--- src/hw/rtl/assert_macros.svh ---
// ---------------------------------------------------------------------------
// Assertion macros
// Concurrent assertion wrappers clocked on clock, with and without reset masking.
// ---------------------------------------------------------------------------
`ifndef ASSERT_MACROS_SVH
`define ASSERT_MACROS_SVH

// Check prop at every rising edge outside reset.
`define SRU_ASSERT(label, prop, msg) \
   label: assert property (@(posedge clock) disable iff (reset) (prop)) else $error(msg);

// Check prop at every rising edge, reset included.
`define SRU_ASSERT_ALWAYS(label, prop, msg) \
   label: assert property (@(posedge clock) (prop)) else $error(msg);

`endif

--- src/hw/rtl/sru_pkg.sv ---
// ---------------------------------------------------------------------------
// sru_pkg
// Shared types, operation codes and register indexes of the shift, rotate
// and bit unit.
// ---------------------------------------------------------------------------
package sru_pkg;

   localparam int unsigned RegCount      = 7;
   localparam int unsigned RegIndexWidth = 3;
   localparam int unsigned DataWidth     = 8;
   localparam int unsigned AddrWidth     = 16;

   typedef logic [3:0]               kind_type;
   typedef logic [RegIndexWidth-1:0] reg_index_type;
   typedef logic [DataWidth-1:0]     byte_type;

   localparam kind_type KIND_RLCA = 4'd0;
   localparam kind_type KIND_RLA  = 4'd1;
   localparam kind_type KIND_RRCA = 4'd2;
   localparam kind_type KIND_RRA  = 4'd3;
   localparam kind_type KIND_RLC  = 4'd4;
   localparam kind_type KIND_RRC  = 4'd5;
   localparam kind_type KIND_RL   = 4'd6;
   localparam kind_type KIND_RR   = 4'd7;
   localparam kind_type KIND_SLA  = 4'd8;
   localparam kind_type KIND_SRA  = 4'd9;
   localparam kind_type KIND_SRL  = 4'd10;
   localparam kind_type KIND_SWAP = 4'd11;
   localparam kind_type KIND_BIT  = 4'd12;
   localparam kind_type KIND_RES  = 4'd13;
   localparam kind_type KIND_SET  = 4'd14;
   localparam kind_type KIND_LOAD = 4'd15;

   localparam reg_index_type TGT_A   = 3'd0;
   localparam reg_index_type TGT_H   = 3'd5;
   localparam reg_index_type TGT_L   = 3'd6;
   localparam reg_index_type TGT_MEM = 3'd7;

   localparam byte_type SIGN_BIT_MASK = 8'h80;

   typedef struct packed {
      logic z;
      logic n;
      logic h;
      logic c;
   } flags_type;

   typedef struct packed {
      byte_type      result;
      flags_type     flags;
      logic          reg_we;
      reg_index_type reg_index;
      logic          mem_we;
   } exec_type;

endpackage

--- src/hw/rtl/sru_regfile.sv ---
// ---------------------------------------------------------------------------
// sru_regfile
// Register file memory: one synchronous read port, one write port, with
// per-entry valid bits so that unwritten entries read as zero.
// ---------------------------------------------------------------------------
module sru_regfile (
   input  logic                   clock,
   input  logic                   reset,
   input  logic                   rd_en,
   input  sru_pkg::reg_index_type rd_addr,
   output sru_pkg::byte_type      rd_data,
   input  logic                   wr_en,
   input  sru_pkg::reg_index_type wr_addr,
   input  sru_pkg::byte_type      wr_data
);
   import sru_pkg::*;

   byte_type              mem [RegCount];
   logic [RegCount-1:0]   valid_ff;
   byte_type              rd_data_ff;
   logic                  rd_valid_ff;
   logic                  rd_in_range;

   assign rd_in_range = (rd_addr < RegIndexWidth'(RegCount));

   always_ff @(posedge clock) begin
      if (wr_en) begin
         mem[wr_addr] <= wr_data;
      end
      if (rd_en) begin
         rd_data_ff <= mem[rd_addr];
      end
   end

   always_ff @(posedge clock) begin
      if (reset) begin
         valid_ff    <= '0;
         rd_valid_ff <= 1'b0;
      end else begin
         if (wr_en) begin
            valid_ff[wr_addr] <= 1'b1;
         end
         if (rd_en) begin
            rd_valid_ff <= rd_in_range ? valid_ff[rd_addr] : 1'b0;
         end
      end
   end

   assign rd_data = rd_valid_ff ? rd_data_ff : '0;

endmodule

--- src/hw/rtl/sru_exec.sv ---
// ---------------------------------------------------------------------------
// sru_exec
// Operation unit: computes the new operand value, the flags and the write
// targets of one instruction.
// ---------------------------------------------------------------------------
module sru_exec (
   input  sru_pkg::kind_type      kind,
   input  sru_pkg::reg_index_type target,
   input  logic [2:0]             bit_index,
   input  sru_pkg::byte_type      data_byte,
   input  sru_pkg::byte_type      reg_value,
   input  sru_pkg::flags_type     flags_cur,
   output sru_pkg::exec_type      ex
);
   import sru_pkg::*;

   logic      is_acc;
   logic      to_memory;
   byte_type  op;
   byte_type  mask;
   byte_type  result;
   flags_type flags;
   logic      writes;
   logic      load_reg;

   assign is_acc    = (kind == KIND_RLCA) || (kind == KIND_RLA) ||
                      (kind == KIND_RRCA) || (kind == KIND_RRA);
   assign to_memory = !is_acc && (target == TGT_MEM) && (kind != KIND_LOAD);
   assign op        = to_memory ? data_byte : reg_value;
   assign mask      = byte_type'(1) << bit_index;

   always_comb begin
      result   = op;
      flags    = flags_cur;
      writes   = 1'b1;
      load_reg = 1'b0;
      unique case (kind)
         KIND_RLCA, KIND_RLC: begin
            result = {op[6:0], op[7]};
            flags  = '{z: (result == '0), n: 1'b0, h: 1'b0, c: op[7]};
         end
         KIND_RLA, KIND_RL: begin
            result = {op[6:0], flags_cur.c};
            flags  = '{z: (result == '0), n: 1'b0, h: 1'b0, c: op[7]};
         end
         KIND_RRCA, KIND_RRC: begin
            result = {op[0], op[7:1]};
            flags  = '{z: (result == '0), n: 1'b0, h: 1'b0, c: op[0]};
         end
         KIND_RRA, KIND_RR: begin
            result = {flags_cur.c, op[7:1]};
            flags  = '{z: (result == '0), n: 1'b0, h: 1'b0, c: op[0]};
         end
         KIND_SLA: begin
            result = {op[6:0], 1'b0};
            flags  = '{z: (result == '0), n: 1'b0, h: 1'b0, c: op[7]};
         end
         KIND_SRA: begin
            result = (op & SIGN_BIT_MASK) | (op >> 1);
            flags  = '{z: (result == '0), n: 1'b0, h: 1'b0, c: op[0]};
         end
         KIND_SRL: begin
            result = op >> 1;
            flags  = '{z: (result == '0), n: 1'b0, h: 1'b0, c: op[0]};
         end
         KIND_SWAP: begin
            result = {op[3:0], op[7:4]};
            flags  = '{z: (result == '0), n: 1'b0, h: 1'b0, c: 1'b0};
         end
         KIND_BIT: begin
            result = op;
            flags  = '{z: ((op & mask) == '0), n: 1'b0, h: 1'b1, c: flags_cur.c};
            writes = 1'b0;
         end
         KIND_RES: begin
            result = op & ~mask;
         end
         KIND_SET: begin
            result = op | mask;
         end
         default: begin
            result   = data_byte;
            writes   = 1'b0;
            load_reg = (target != TGT_MEM);
            if (target == TGT_MEM) begin
               flags = flags_type'(data_byte[7:4]);
            end
         end
      endcase
      if (is_acc) begin
         flags.z = 1'b0;
      end
   end

   assign ex.result    = result;
   assign ex.flags     = flags;
   assign ex.reg_we    = (writes && !to_memory) || load_reg;
   assign ex.reg_index = is_acc ? TGT_A : target;
   assign ex.mem_we    = writes && to_memory;

endmodule

--- src/hw/rtl/cpu_shift_rotate_bit_unit_core.sv ---
// ---------------------------------------------------------------------------
// cpu_shift_rotate_bit_unit_core
// Shift, rotate and bit instruction unit with a memory-held register file.
// ---------------------------------------------------------------------------
// One instruction is accepted every cycle unless a held response stalls
// the execute stage. An accepted transaction first reads its operand
// from the register file memory synchronously; the execute stage then
// computes the result, writes it back with the flags and loads the
// output register. A write of the preceding transaction to the register
// being read is forwarded, so dependent instructions run back to back.
// H:L and the flags are held in flip-flops next to the memory.
// ---------------------------------------------------------------------------
module cpu_shift_rotate_bit_unit_core (
   input  logic                   clock,
   input  logic                   reset,
   input  logic                   req_valid,
   output logic                   req_ready,
   input  sru_pkg::kind_type      req_kind,
   input  logic [2:0]             req_target,
   input  logic [2:0]             req_bit_index,
   input  logic [7:0]             req_data_byte,
   output logic                   rsp_valid,
   input  logic                   rsp_ready,
   output logic [7:0]             rsp_result_value,
   output logic                   rsp_memory_write,
   output logic [15:0]            rsp_memory_address,
   output logic                   rsp_zero_out,
   output logic                   rsp_subtract_out,
   output logic                   rsp_half_carry_out,
   output logic                   rsp_carry_out
);
   import sru_pkg::*;
   `include "assert_macros.svh"

   logic                 req_fire;
   logic                 s1_go;
   reg_index_type        rd_addr;
   byte_type             rd_data;
   byte_type             reg_value;
   exec_type             ex;
   logic                 wr_en;

   logic                 s1_valid_ff, s1_valid_in;
   kind_type             s1_kind_ff;
   reg_index_type        s1_target_ff;
   logic [2:0]           s1_bit_ff;
   byte_type             s1_data_ff;
   logic                 fwd_hit_ff;
   byte_type             fwd_data_ff;
   flags_type            flags_ff, flags_in;
   logic [AddrWidth-1:0] hl_ff, hl_in;
   logic                 rsp_valid_ff, rsp_valid_in;
   byte_type             rsp_result_ff;
   logic                 rsp_mem_we_ff;
   logic [AddrWidth-1:0] rsp_addr_ff;
   flags_type            rsp_flags_ff;

   assign s1_go     = s1_valid_ff && (!rsp_valid_ff || rsp_ready);
   assign req_ready = !s1_valid_ff || s1_go;
   assign req_fire  = req_valid && req_ready;

   assign rd_addr = (req_kind == KIND_RLCA || req_kind == KIND_RLA ||
                     req_kind == KIND_RRCA || req_kind == KIND_RRA) ? TGT_A : req_target;

   sru_regfile u_regfile (
      .clock   (clock),
      .reset   (reset),
      .rd_en   (req_fire),
      .rd_addr (rd_addr),
      .rd_data (rd_data),
      .wr_en   (wr_en),
      .wr_addr (ex.reg_index),
      .wr_data (ex.result)
   );

   assign reg_value = fwd_hit_ff ? fwd_data_ff : rd_data;

   sru_exec u_exec (
      .kind      (s1_kind_ff),
      .target    (s1_target_ff),
      .bit_index (s1_bit_ff),
      .data_byte (s1_data_ff),
      .reg_value (reg_value),
      .flags_cur (flags_ff),
      .ex        (ex)
   );

   assign wr_en = s1_go && ex.reg_we;

   always_comb begin
      s1_valid_in = s1_valid_ff;
      if (req_fire) begin
         s1_valid_in = 1'b1;
      end else if (s1_go) begin
         s1_valid_in = 1'b0;
      end
      rsp_valid_in = rsp_valid_ff;
      if (s1_go) begin
         rsp_valid_in = 1'b1;
      end else if (rsp_ready) begin
         rsp_valid_in = 1'b0;
      end
      flags_in = s1_go ? ex.flags : flags_ff;
      hl_in    = hl_ff;
      if (wr_en && ex.reg_index == TGT_H) begin
         hl_in[15:8] = ex.result;
      end
      if (wr_en && ex.reg_index == TGT_L) begin
         hl_in[7:0] = ex.result;
      end
   end

   always_ff @(posedge clock) begin
      if (reset) begin
         s1_valid_ff  <= 1'b0;
         rsp_valid_ff <= 1'b0;
         fwd_hit_ff   <= 1'b0;
         flags_ff     <= '0;
         hl_ff        <= '0;
      end else begin
         s1_valid_ff  <= s1_valid_in;
         rsp_valid_ff <= rsp_valid_in;
         flags_ff     <= flags_in;
         hl_ff        <= hl_in;
         if (req_fire) begin
            fwd_hit_ff <= wr_en && (ex.reg_index == rd_addr);
         end
      end
   end

   always_ff @(posedge clock) begin
      if (req_fire) begin
         s1_kind_ff   <= req_kind;
         s1_target_ff <= req_target;
         s1_bit_ff    <= req_bit_index;
         s1_data_ff   <= req_data_byte;
         fwd_data_ff  <= ex.result;
      end
      if (s1_go) begin
         rsp_result_ff <= ex.result;
         rsp_mem_we_ff <= ex.mem_we;
         rsp_addr_ff   <= hl_ff;
         rsp_flags_ff  <= ex.flags;
      end
   end

   assign rsp_valid          = rsp_valid_ff;
   assign rsp_result_value   = rsp_result_ff;
   assign rsp_memory_write   = rsp_mem_we_ff;
   assign rsp_memory_address = rsp_addr_ff;
   assign rsp_zero_out       = rsp_flags_ff.z;
   assign rsp_subtract_out   = rsp_flags_ff.n;
   assign rsp_half_carry_out = rsp_flags_ff.h;
   assign rsp_carry_out      = rsp_flags_ff.c;

   `SRU_ASSERT(a_go_fills_output, s1_go |=> rsp_valid_ff, "result lost after execute")
   `SRU_ASSERT(a_h_shadow, (wr_en && ex.reg_index == TGT_H) |=> (hl_ff[15:8] == $past(ex.result)), "H shadow out of step")
   `SRU_ASSERT(a_single_dest, (s1_go && ex.mem_we) |-> !ex.reg_we, "memory and register both written")
   `SRU_ASSERT(a_hold_stage, (s1_valid_ff && !s1_go) |=> (s1_valid_ff && $stable(s1_kind_ff)), "stalled stage changed")

endmodule
--- config.mk ---
export PLATFORM = sky130hd
export DESIGN_NAME = cpu_shift_rotate_bit_unit_core
export DESIGN_NICKNAME = d
export VERILOG_FILES = /design/src/hw/rtl/sru_pkg.sv /design/src/hw/rtl/sru_regfile.sv /design/src/hw/rtl/sru_exec.sv /design/src/hw/rtl/cpu_shift_rotate_bit_unit_core.sv
export VERILOG_INCLUDE_DIRS = /design/src /design/src/hw/rtl
export SDC_FILE = /design/constraint.sdc
export NUM_CORES = 1
export LEC_CHECK = 0
export BUFFER_PORTS_ARGS = -buffer_cell sky130_fd_sc_hd__buf_2
export CAP_MARGIN = 20
export CORE_ASPECT_RATIO = 1.2
export CORE_MARGIN = 3
export CORE_UTILIZATION = 54
export CTS_BUF_LIST = sky130_fd_sc_hd__clkbuf_4
export CTS_CLUSTER_SIZE = 14
export DETAILED_ROUTE_END_ITERATION = 10
export GPL_ROUTABILITY_DRIVEN = 0
export PLACE_DENSITY = 0.73
export REMOVE_ABC_BUFFERS = 1
export SLEW_MARGIN = 20
export SYNTH_ARGS = -nofsm -noshare
export SYNTH_HDL_FRONTEND = slang
export SYNTH_SLANG_ARGS = --single-unit
--- constraint.sdc ---
create_clock -name clock -period 3.8 [get_ports clock]
set_input_delay 0.38 -clock clock [delete_from_list [all_inputs] [get_ports clock]]
set_output_delay 0.38 -clock clock [all_outputs]
set_load 0.02 [all_outputs]
After elaboration in Yosys (flattened, before gate mapping)
Memories as Yosys holds them, arrays and structs flattened. A register that Yosys moved wholly into a read port is not among the register bits.
Index checks and enable logic that the tools add are counted.
Word-level totals
  memories kept: 1
  output and inout bits: 31
  bits in latches: 0
  RAM bits: 56
  word-level logic and storage cells: 124
  bits of input ports: 22
  register bits after elaboration: 86
  memory bits (read-only): 0
Memories
  u_regfile.mem: words 7, bits a word 8, read ports 1, clocked after memory_dff 1, write ports 1, RTL line sru_regfile.sv:18  | byte_type mem [RegCount];
Operators by class
  multiplexer cells: 22
  reductions and logical operators: 44
  shift-type cells: 1
  eq/ne operators: 23
  multipliers: 0
  magnitude comparators: 4
  divide/modulo/power cells: 0
  bitwise gates (word level): 6
  add/sub/neg operators: 0
Operators by type and width (number)
  $pmux 8 s11: 1
  $logic_not 8->1: 8
  $pmux 4 s10: 1
  $eq 4x4->1 const B: 7
  $mux 8: 3
  $and 8x8->8: 2
  $eq 4x2->1 const B: 4
  $eq 4x3->1 const B: 4
  $reduce_or 15->1: 1
  $reduce_or 14->1: 1
  $mux 1: 12
  $logic_and 1x1->1: 11
  $reduce_or 2->1: 5
  $eq 3x3->1 const B: 3
  $logic_or 1x1->1: 9
  $eq 4x1->1 const B: 2
  $logic_not 4->1: 2
  $lt 3x4->1 const B: 2
  $not 8->8: 1
  $or 8x7->8: 1
  $or 8x8->8: 1
  $shl 1x3->8 const A: 1
  $logic_not 7->1: 1
  $or 7x7->7: 1
  11 further kinds: 16

Depth between registers and ports, before layout
  word-level depth: 13
  mapped depth: 11
  mapped depth without buffers: 9

By module
Synthesis repeated with hierarchy kept, for this count alone.
Second synthesis, totals
  cell total of the unflattened synthesis: 513
  area, all modules: 6752.7 um2
Modules (own cells, without submodules)
  sru_regfile: cells each 156, area each 2836.5 um2, sequential area each 2082.0 um2, times used 1
  cpu_shift_rotate_bit_unit_core: cells each 165, area each 2721.4 um2, sequential area each 2112.0 um2, times used 1
  sru_exec: cells each 192, area each 1194.9 um2, sequential area each 0.0 um2, times used 1

Worst setup path before layout
OpenSTA, ideal clock, no wires.
  path kind: register to register
  start point: reg rsp_valid_ff, in the netlist rsp_valid
  end point: reg fwd_hit_ff
  buffers on the path: 0
  arrival time: 2.741 ns
  library setup time: 0.072 ns
  stages on the path, launching flop included: 5
  slack: 0.987 ns
  required time: 3.728 ns
  period minus slack after synthesis: 2.813 ns
  cell sequence: dfxtp_1 -> nor2b_1 -> a21oi_1 -> nand4_1 -> a21oi_1
On the way
  cells in the longest elaborated chain, start to end: 5
  elaborated cells between the ends (all ways): 7
  classes of those cells: 7 x reduce/logical
RTL lines
  from (decl): RTL line cpu_shift_rotate_bit_unit_core.sv:52  | logic rsp_valid_ff, rsp_valid_in;
  from (signal assigned): RTL line cpu_shift_rotate_bit_unit_core.sv:122  | rsp_valid_ff <= rsp_valid_in;
  $logic_not 1->1: RTL line cpu_shift_rotate_bit_unit_core.sv:58  | assign s1_go = s1_valid_ff && (!rsp_valid_ff || rsp_ready);
  $logic_or 1x1->1: RTL line cpu_shift_rotate_bit_unit_core.sv:58
  $logic_and 1x1->1: RTL line cpu_shift_rotate_bit_unit_core.sv:58
  $logic_or 1x1->1: RTL line cpu_shift_rotate_bit_unit_core.sv:59  | assign req_ready = !s1_valid_ff || s1_go;
  $logic_and 1x1->1: RTL line cpu_shift_rotate_bit_unit_core.sv:60  | assign req_fire = req_valid && req_ready;
  named net req_fire: RTL line cpu_shift_rotate_bit_unit_core.sv:35  | logic req_fire;
  to (signal assigned): RTL line cpu_shift_rotate_bit_unit_core.sv:126  | fwd_hit_ff <= wr_en && (ex.reg_index == rd_addr);
  to (decl): RTL line cpu_shift_rotate_bit_unit_core.sv:48  | logic fwd_hit_ff;
The timed path passes the listed nets, and every way through them passes these cells.
A chain may end at the register's enable or synchronous reset.

==> impl_metrics.json <==
{
  "yosys-top-cells-count": "edfxtp_1, nor2_1, nand2_1",
  "p_leak_nw": 2.64,
  "p_clk_share_pct": 30.6,
  "setup_tns_ns": 0,
  "seq_area_frac_synth_pct": 64.2,
  "antenna_found_initial": 0,
  "intPower_w": 0.00239,
  "rsz0062_at_grt": "false",
  "synth_top_cell_by_area": "edfxtp_1",
  "drt_iter0_drc": 439,
  "crit_chain": "inv_1 -> ha_1 -> and4b_1 -> and2_1 -> o21ai_2 -> a221oi_1 -> nand3_1 -> o22ai_1 -> inv_1",
  "ys_warn_count": 0,
  "hold_depth": 1,
  "first_pass_iters": 6,
  "cts-root-buf": "clkbuf_4",
  "nets": 623,
  "wl_per_cell_um": 19.6,
  "max-slew-margin-rel_pct": 38.4,
  "fillCellCount": 920,
  "synth_most_common_cell": "edfxtp_1",
  "synth_edf_count": 119,
  "track_usage_pct": 23.3,
  "synthArstFlopShare_pct": 0,
  "seqPwrFrac_pct": 58.2,
  "ys.flop_type": "edfxtp_1",
  "netlist_area_mm2": 0.00653,
  "max_stage_delay_ns": 0.57,
  "final_area_mm2": 0.00740,
  "fin_crit_ns": 3.39,
  "io_buffers": 52,
  "dieArea_mm2": 0.0135,
  "clk_latency_ns": 0.54,
  "ioPinCount": 53,
  "endpoint_kind": "register",
  "core_area_mm2": 0.0117,
  "place_area_mm2": 0.00696,
  "grt-ovfl-total": 0,
  "start_util_pct": 56.0,
  "grt_max_degree": 30,
  "num_vias": 4574,
  "die_w_um": 106,
  "cp.arrival_ns": 3.63,
  "critPathLaunchType": "register",
  "ff_latch_area_mm2": 0.00419,
  "peakVddDrop_v": 0.000318,
  "grt_pass1_vias": 4439,
  "synth_area_leaders": "edfxtp_1, dfxtp_1, nor2_1",
  "yosysUniqueCellTypes": 62,
  "hold_end": "s1_kind_ff[3]",
  "path_max_fanout": 13,
  "setup_violations": 0,
  "ys_seq_elements": 150,
  "avgSynthCellArea_um2": 12.4,
  "swShare_pct": 26.5,
  "via_per_inst": 5.96,
  "r2r_end": "u_regfile.mem[6][0]",
  "cts_max_level": 4,
  "hold_start": "req_kind[3]",
  "p_comb_share_pct": 11.2,
  "ctsResizeCount": 0,
  "place_hpwl_um": 9840,
  "powerDensity_mw_per_mm2": 440,
  "cp_top_family": "simple AND/OR/NAND/NOR gates",
  "clock_path_buffers": 2,
  "finalClockSkew_ns": 0.0158,
  "hold_class": "input pin to register",
  "syn_to_final_growth_pct": 13.3,
  "antenna_cells": 0,
  "tightestPinTransition_ns": 0.923,
  "drc": 0,
  "cts_sinks": 150,
  "wl_um": 15000,
  "rows": 43,
  "finalHoldViolations": 0,
  "crit_top_cell": "inv_1",
  "drv_cap": 0,
  "fin_crit_sh_pct": 89.2,
  "syn_inst": 526,
  "ff2ff_path_depth": 9,
  "cts_tree": "done",
  "synth_top_cell_area_share_pct": 54.7,
  "r2r_start": "s1_kind_ff[2]",
  "drive_above_1_share_pct": 21.0,
  "clock.fmax_mhz": 295,
  "status": "completed",
  "die_y_um": 126,
  "p_switching_w": 0.000864,
  "slew_violations": 0,
  "grt_pass1_wl_um": 23800,
  "crit_slowest_cell": "and4b_1",
  "r2r_slack_ns": 0.41,
  "cp.required_ns": 4.04,
  "cts_buffers": 17,
  "path_clk_slew_ns": 0.13,
  "multi_input_area_mm2": 0.00212,
  "crit_type": "register to register",
  "postRouteAntennaNets": 0,
  "critical_path_buf_inv_count": 2
}
==> placed cells by master (no fill, tap or decap), types with 6 or more instances in the layout <==
master         count
o21a_1             6
mux2i_1           10
nor3_1             8
edfxtp_1         119
a41oi_2            6
buf_2             52
dlygate4sd3_1     15
clkbuf_4          19
nand3_1           19
buf_4             11
mux2_2             9
a221o_1            8
nor2_1            45
nand2_1           35
a22oi_1           20
o22ai_1           11
a22o_1            10
o21ai_0           28
nand2b_1           6
dfxtp_1           31
inv_1             20
nor2b_1            8
a21oi_1           27
==> cells by family (layout without fill, tap and decap cells) <==
family          after synthesis  after routing  synth area share, %
compound gates              153            153                 17.3
xor+xnor                      2              2                0.268
fa+ha+maj                     4              4                0.766
buf+inv                      51            135                 3.64
flops                       150            150                 64.2
mux                          19             19                 3.08
simple gates                147            147                 10.8
==> metal layers <==
layer,routed length (um),track usage (%),share of wire [%]
met2,7520,38.1,50
met5,0,0,0
met4,436,9.53,2.9
met1,5970,30.0,40
met3,1090,5.29,7.2
==> layout make-up <==
cell class,count,share of cell area [%]
Timing Repair Buffer,79,6.93
Clock inverter,13,1.98
Multi-Input combinational cell,325,28.6
Sequential cell,150,56.7
Inverter,24,1.22
Clock buffer,19,1.93
Tap cell,157,2.66
==> power groups by stage <==
| stage | Sequential, W | Clock [W] | Combinational (W) |
|---|---|---|---|
| 2_1_floorplan | 0.00194 | 0 | 0.000202 |
| 3_3_place_gp | 0.00193 | 0 | 0.000343 |
| 3_5_place_dp | 0.00193 | 0 | 0.000350 |
| 4_1_cts | 0.00190 | 0.00101 | 0.000364 |
| 5_1_grt | 0.00190 | 0.00107 | 0.000398 |
| 6_report | 0.00190 | 0.000996 | 0.000366 |
==> metrics by stage <==
stage,setup slack (ns),power (W),hold slack (ns),instances,utilization (%)
after floorplan,0.987,0.00214,0.408,499,-
after global routing,0.188,0.00337,0.00658,767,63.4
after detailed placement,0.480,0.00228,0.420,720,59.6
final,0.409,0.00326,0.0630,767,63.4
after global placement,0.649,0.00227,0.414,720,59.6
after CTS,0.440,0.00327,0.0103,767,63.4
==> registers in the layout, indices dropped and copies added (netlist names), 7 cells and up <==
name and cells:
fwd_data_ff 8, hl_ff 16, rsp_memory_address 16, rsp_result_value 8, s1_data_ff 8, u_regfile.mem 56
u_regfile.rd_data_ff 8, u_regfile.valid_ff 7
==> worst max path at each step <==
stage,from,end,slack [ns],cells past startpoint
global route,s1_kind_ff[2],u_regfile.mem[6][0],0.19,9
CTS,s1_kind_ff[2],u_regfile.mem[6][0],0.44,9
detailed placement,s1_kind_ff[2],u_regfile.mem[6][0],0.48,9
finish,s1_kind_ff[2],u_regfile.mem[6][0],0.41,9
global placement,s1_kind_ff[2],rsp_result_value[0],0.65,9
floorplan,rsp_valid,fwd_hit_ff,0.99,4
==> repair_timing <==
item | in CTS | in global routing
hold endpoints to repair | 15 | 0
hold buffers | 15 | 0
setup buffers | 0 | 0
endpoints found under the setup margin | 0 | 0
(Power assumes the default switching activity.)
